--- config.mk ---
export PLATFORM = sky130hd
export DESIGN_NAME = bpa_pick
export DESIGN_NICKNAME = d
export VERILOG_FILES = /design/src/sv/bpa_pkg.sv /design/src/sv/bpa_pick.sv
export SDC_FILE = /design/constraint.sdc
export NUM_CORES = 1
export LEC_CHECK = 0
export BUFFER_PORTS_ARGS = -buffer_cell sky130_fd_sc_hd__buf_2
export CAP_MARGIN = 20
export CORE_MARGIN = 1
export CORE_UTILIZATION = 30
export DETAILED_ROUTE_END_ITERATION = 7
export PLACE_DENSITY = 0.52
export SYNTH_ARGS = -nofsm -noshare
export SYNTH_HDL_FRONTEND = slang
export SYNTH_SLANG_ARGS = --single-unit
--- constraint.sdc ---
create_clock -name vclk -period 2.65
set_clock_uncertainty 0.2 [all_clocks]
set_input_delay 0.1325 -clock vclk [all_inputs]
set_output_delay 0.1325 -clock vclk [all_outputs]
set_load 0.01 [all_outputs]
--- src/sv/bpa_pkg.sv ---
// ----------------------------------------------------------------------------
// bpa_pkg
// shared types, codes and defaults of the buddy page allocator
// ----------------------------------------------------------------------------
package bpa_pkg;

    localparam int NUM_PAGES_DEF  = 4096;
    localparam int TOP_ORDER_DEF  = 10;
    localparam int PAGE_BYTES_DEF = 4096;

    localparam int CNT_W     = 13;
    localparam int WORD_W    = 32;
    localparam int BIT_W     = 5;
    localparam int ORD_W     = 5;
    localparam int WIDE_W    = 18;

    localparam logic [CNT_W-1:0] COUNT_MAX    = 13'd8191;
    localparam logic [CNT_W-1:0] MANAGED_RST  = 13'd4096;
    localparam logic [33:0]      HEADER_BYTES = 34'd8;

    localparam logic [1:0] OP_ALLOC_BYTES = 2'd0;
    localparam logic [1:0] OP_ALLOC_PAGE  = 2'd1;
    localparam logic [1:0] OP_FREE        = 2'd2;
    localparam logic [1:0] OP_INIT        = 2'd3;

    localparam logic [1:0] ST_OK    = 2'd0;
    localparam logic [1:0] ST_NOFIT = 2'd1;
    localparam logic [1:0] ST_BAD   = 2'd2;

    typedef struct packed {
        logic [1:0]  opcode;
        logic [31:0] request_bytes;
        logic [11:0] block_page;
        logic [3:0]  free_order;
    } t_in;

    typedef struct packed {
        logic [1:0]       status;
        logic [11:0]      alloc_page;
        logic [3:0]       alloc_order;
        logic [CNT_W-1:0] free_pages;
        logic [CNT_W-1:0] total_pages;
    } t_out;

endpackage

--- src/sv/bpa_pick.sv ---
// ----------------------------------------------------------------------------
// bpa_pick
// lowest set bit of a map word, bits below a start position masked off when i_first is set
// ----------------------------------------------------------------------------
module bpa_pick
    import bpa_pkg::*;
(
    input  logic [WORD_W-1:0] i_data,
    input  logic [BIT_W-1:0]  i_lo,
    input  logic              i_first,
    output logic              o_hit,
    output logic [BIT_W-1:0]  o_idx
);

    logic [WORD_W-1:0] masked;

    always_comb begin
        masked = i_data;
        if (i_first) begin
            masked = i_data & ~((WORD_W'(1) << i_lo) - WORD_W'(1));
        end
        o_hit = |masked;
        o_idx = '0;
        for (int i = WORD_W - 1; i >= 0; i--) begin
            if (masked[i]) begin
                o_idx = BIT_W'(i);
            end
        end
    end

endmodule

# After elaboration in Yosys (flattened, before gate mapping)
# Index checks and enable logic that the tools add are counted.
# classes
addsub	1
mul	0
div_mod_pow	0
order_cmp	0
n_eq_ne	0
shifts	1
n_mux	33
bitwise	2
n_reduce_logical	1
# op_table
operator	n
$mux 5	32
$and 32x32->32	1
$mux 32	1
$not 32->32	1
$reduce_or 32->1	1
$shl 1x5->32 const A	1
$sub 32x1->32 const B	1
# word_totals
ff_bits	0
latch_bits	0
ramBits	0
romBits	0
in_bits	38
wordCells	38
memories	0

# Longest topological paths before layout
# logic_depth
word_depth	37
ltp_mapped	14
ltp_nobuf	9

# Least setup slack after synthesis
# Ideal clock, no wire load.
# synth_path
path_kind	in2out
startpoint	input i_lo[2]
endpoint	output o_idx[0]
arrival_ps	2549
required_time_ps	2318
setup_slack_ps	-231
cell_stages	12
path_buffers	3
cell_sequence	buf_6 > nor3_1 > nand3b_1 > ha_1 > buf_4 > buf_2 > nor3_1 > o21bai_1 > a311o_1 > a221oi_2 > a211oi_1 > a211oi_1
# synth_between
elab_chain_len	37
# synth_rtl
element	line_no	rtl
start, declared	bpa_pick.sv:9	input logic [BIT_W-1:0] i_lo,
$shl 1x5->32 (*)	bpa_pick.sv:20	masked = i_data & ~((WORD_W'(1) << i_lo) - WORD_W'(1));
$sub 32x1->32 (*)	bpa_pick.sv:20	
$not 32->32 (*)	bpa_pick.sv:20	
$and 32x32->32 (*)	bpa_pick.sv:20	
$mux 32 (*)	bpa_pick.sv:19	if (i_first) begin
$mux 5 (31 in a row)	bpa_pick.sv:25	if (masked[i]) begin
$mux 5 (*)	bpa_pick.sv:25	
end, declared	bpa_pick.sv:12	output logic [BIT_W-1:0] o_idx
# Mark *: on every way between the ends. The rest lies on a longest branch, timed or not.

# Worst setup path in the final report
# layout_path
startpoint	input i_lo[3]
endpoint	output o_idx[3]
# The elaborated chain is that of the path after synthesis.

==> impl_metrics.csv <==
group,metric,value,unit
drt,routed_via_density,5.92,
drt,wirelength_routed,6570,um
floorplan,fp-row-count,26,
power,leak,0.959,nW
sta,grt_setup_unrepaired,"yes",
sta,period_share,103,%
outcome,violations,"negative setup slack",
final_layout,num_antenna_cells,0,
worst_setup_path,kind_of_start_point_of_the_critical_path,"input port",
final_layout,drive_gt1_share,41.9,%
power,power.sequential.fraction,0,%
power,netSwitchingFraction,55.0,%
final_layout,commonest_non_fill_non_tap_cells_in_the_layout,"sky130_fd_sc_hd__buf_4 (46), sky130_fd_sc_hd__buf_2 (39), sky130_fd_sc_hd__o21ai_0 (25)",
floorplan,core_area,5240,um^2
worst_setup_path,critical_path.n_buffers_inverters,2,
logic_synthesis,synth.yosys.seq_area_share,0,%
drt,detail_route.iter0.violations,168,
final_layout,multiInputGateArea,1680,um^2
placed_design,routabilityCongestion,0.901,
sta,finalMaxSlewViolations,0,
sta,setup-tns-final,-171,ps
sta,fin_crit,2730,ps
placed_design,port_buffers,44,
floorplan,pin_count,44,
worst_setup_path,worstPathRequired,2320,ps
floorplan,die-area,5870,um^2
worst_setup_path,top_family_by_delay_on_critical_path,"compound AO/OA/AOI/OAI gates",
sta,slew_headroom,69.3,%
worst_setup_path,timing.critical_path.arrival,2400,ps
drt,postRouteAntennaNets,0,
power,worst_ir_drop_vdd,0.0575,mV
final_layout,sequential_cell_total,0,
worst_setup_path,timing.critical_path.mode_cell,"sky130_fd_sc_hd__a2111oi_4",
grt,grt_first_pass_wirelength,10800,um
floorplan,initial_utilization,31.9,%
grt,gr-usage-all-layers,22.2,%
worst_setup_path,crit_path_end_kind,"primary output",
power,clock_power_share,0,%
final_layout,clock_buffers,0,
logic_synthesis,synthesis.yosys.warnings,0,
logic_synthesis,synth_cell_types,75,
final_layout,most_common_cell_after_layout_fill_and_taps_aside,"sky130_fd_sc_hd__buf_4",
floorplan,floorplan.die.height,76.6,um
grt,grt_pass1_vias,2189,
logic_synthesis,synth_nets,295,
worst_setup_path,critical_path.cell_chain,"buf_6 -> nor3_4 -> nand3b_1 -> ha_2 -> or3b_4 -> a2111oi_4 -> o21a_1 -> and4bb_1 -> nand2b_1 -> a2111oi_4 -> buf_2",
logic_synthesis,post_synth_instance_area,1670,um^2
power,total_power_consumption_of_the_routed_design,0.000411,W
sta,max_clock_freq,0.367,GHz
drt,drc,0,
power,internal_dissipation,0.000185,W
final_layout,layout.core_utilization,46.7,%
drt,drt_pass1_iterations,4,
drt,avgRoutedWirePerCell,16.5,um
sta,worst_slack,-77.5,ps
hold_path,worst_hold_path_type,"in2out",
worst_setup_path,crit_path_top_delay_cell,"sky130_fd_sc_hd__a2111oi_4",
sta,finalHoldViolCount,0,
floorplan,fp.dieW,76.6,um
final_layout,area_growth,46.4,%
sta,max_slew.worst_pin.slew,460,ps
power,combinationalPowerShare,100.0,%
placed_design,detailedPlacementHpwl,4980,um
final_layout,final_nets,368,
run,drv.max_cap_violation_count,0,
logic_synthesis,post_synth.cell_area_avg,6.52,um^2
final_layout,nFillCells,547,
power,p_per_area,168,nW/um^2
drt,route.vias.total,2350,
grt,gr-total-overflow,0,
logic_synthesis,synthesis.instances,256,
worst_setup_path,crit_path_max_incr_delay,420,ps
worst_setup_path,crit_type,"in2out",
grt,initial_antenna_violation_count,0,
final_layout,regArea,0,um^2
grt,grt_start_max_net_pins,25,
power,switchingPower,0.000226,W
worst_setup_path,cp_max_fo,5,
sta,finalSetupViolations,3,
outcome,run_status,"finished, violations left",
==> final timing paths <==
path              slack (ps)  cells after the start  startpoint  endpoint
hold / removal           550                      4   i_data[4]  o_idx[3]
setup / recovery         -80                     11     i_lo[3]  o_idx[3]
==> kinds of logic after synthesis <==
group	share of synthesized area (%)
AOI/OAI and AO/OA	54.0
and+or+nand+nor	34.6
buffers and inverters	10.6
adders and majority gates	0.749
==> layout make-up <==
type,instances,share of cell area [%]
Multi-Input combinational cell,225,68.8
Timing Repair Buffer,93,26.2
Tap cell,70,3.58
Inverter,9,1.38
==> per-layer routing <==
| metal | share of wire [%] | track usage [%] |
|---|---|---|
| met5 | 0 | 0 |
| met4 | 1.3 | 3.27 |
| met3 | 4.9 | 1.80 |
| met2 | 49 | 38.0 |
| met1 | 45 | 30.5 |
==> power by group through the flow <==
stage / combinational (W) / sequential (W) / clock, W
after floorplan: 0.000224 / 0 / 0
after global placement: 0.000361 / 0 / 0
after detailed placement: 0.000362 / 0 / 0
after CTS: 0.000390 / 0 / 0
after global routing: 0.000447 / 0 / 0
final: 0.000411 / 0 / 0
==> synthesized netlist by cell type, types with 3 or more instances <==
cell type	instances	share of area (%)
sky130_fd_sc_hd__nor3_1	8	2.4
sky130_fd_sc_hd__buf_4	5	2.2
sky130_fd_sc_hd__nand2b_1	4	1.5
sky130_fd_sc_hd__o31ai_1	3	1.3
sky130_fd_sc_hd__nor4_1	3	1.1
sky130_fd_sc_hd__or2_2	3	1.1
sky130_fd_sc_hd__a22oi_1	5	2.2
sky130_fd_sc_hd__a211oi_1	6	2.7
sky130_fd_sc_hd__nand2_1	19	4.3
sky130_fd_sc_hd__o21a_1	7	3.1
sky130_fd_sc_hd__buf_2	10	3.0
sky130_fd_sc_hd__o21ai_0	29	8.7
sky130_fd_sc_hd__nor2_1	19	4.3
sky130_fd_sc_hd__a221oi_1	3	1.6
sky130_fd_sc_hd__inv_1	9	2.0
sky130_fd_sc_hd__a22o_1	3	1.6
sky130_fd_sc_hd__nand3b_1	3	1.3
sky130_fd_sc_hd__o21bai_1	3	1.3
sky130_fd_sc_hd__a21o_1	3	1.3
sky130_fd_sc_hd__a21oi_1	13	3.9
sky130_fd_sc_hd__o211ai_1	6	2.7
sky130_fd_sc_hd__and2_1	4	1.5
sky130_fd_sc_hd__nor2b_1	13	4.9
sky130_fd_sc_hd__buf_6	4	2.7
sky130_fd_sc_hd__o21ai_1	3	0.90
sky130_fd_sc_hd__a31oi_1	3	1.1
sky130_fd_sc_hd__nand3_1	9	2.7
==> repair_timing <==
item	in CTS	in global routing
setup endpoints to repair	6	6
setup buffers	3	0
pin swaps	26	4
resized for setup	35	12
hold buffers	0	0
==> through the flow <==
stage / std cells / instance area (um^2) / setup WS [ps] / hold WS [ps]
after floorplan: 256 / 1720 / 11.6 / 294
after CTS: 397 / 2380 / -59.1 / 544
after global routing: 397 / 2450 / -203 / 576
after detailed placement: 394 / 2210 / -306 / 579
after global placement: 394 / 2210 / -337 / 568
final: 397 / 2450 / -77.5 / 550
==> worst min-delay path, cell delays in order <==
cell                        delay, ps
sky130_fd_sc_hd__buf_2             90
sky130_fd_sc_hd__o21a_2           190
sky130_fd_sc_hd__a2111oi_4         60
sky130_fd_sc_hd__buf_2            130
Power figures use the tool's default switching activity.
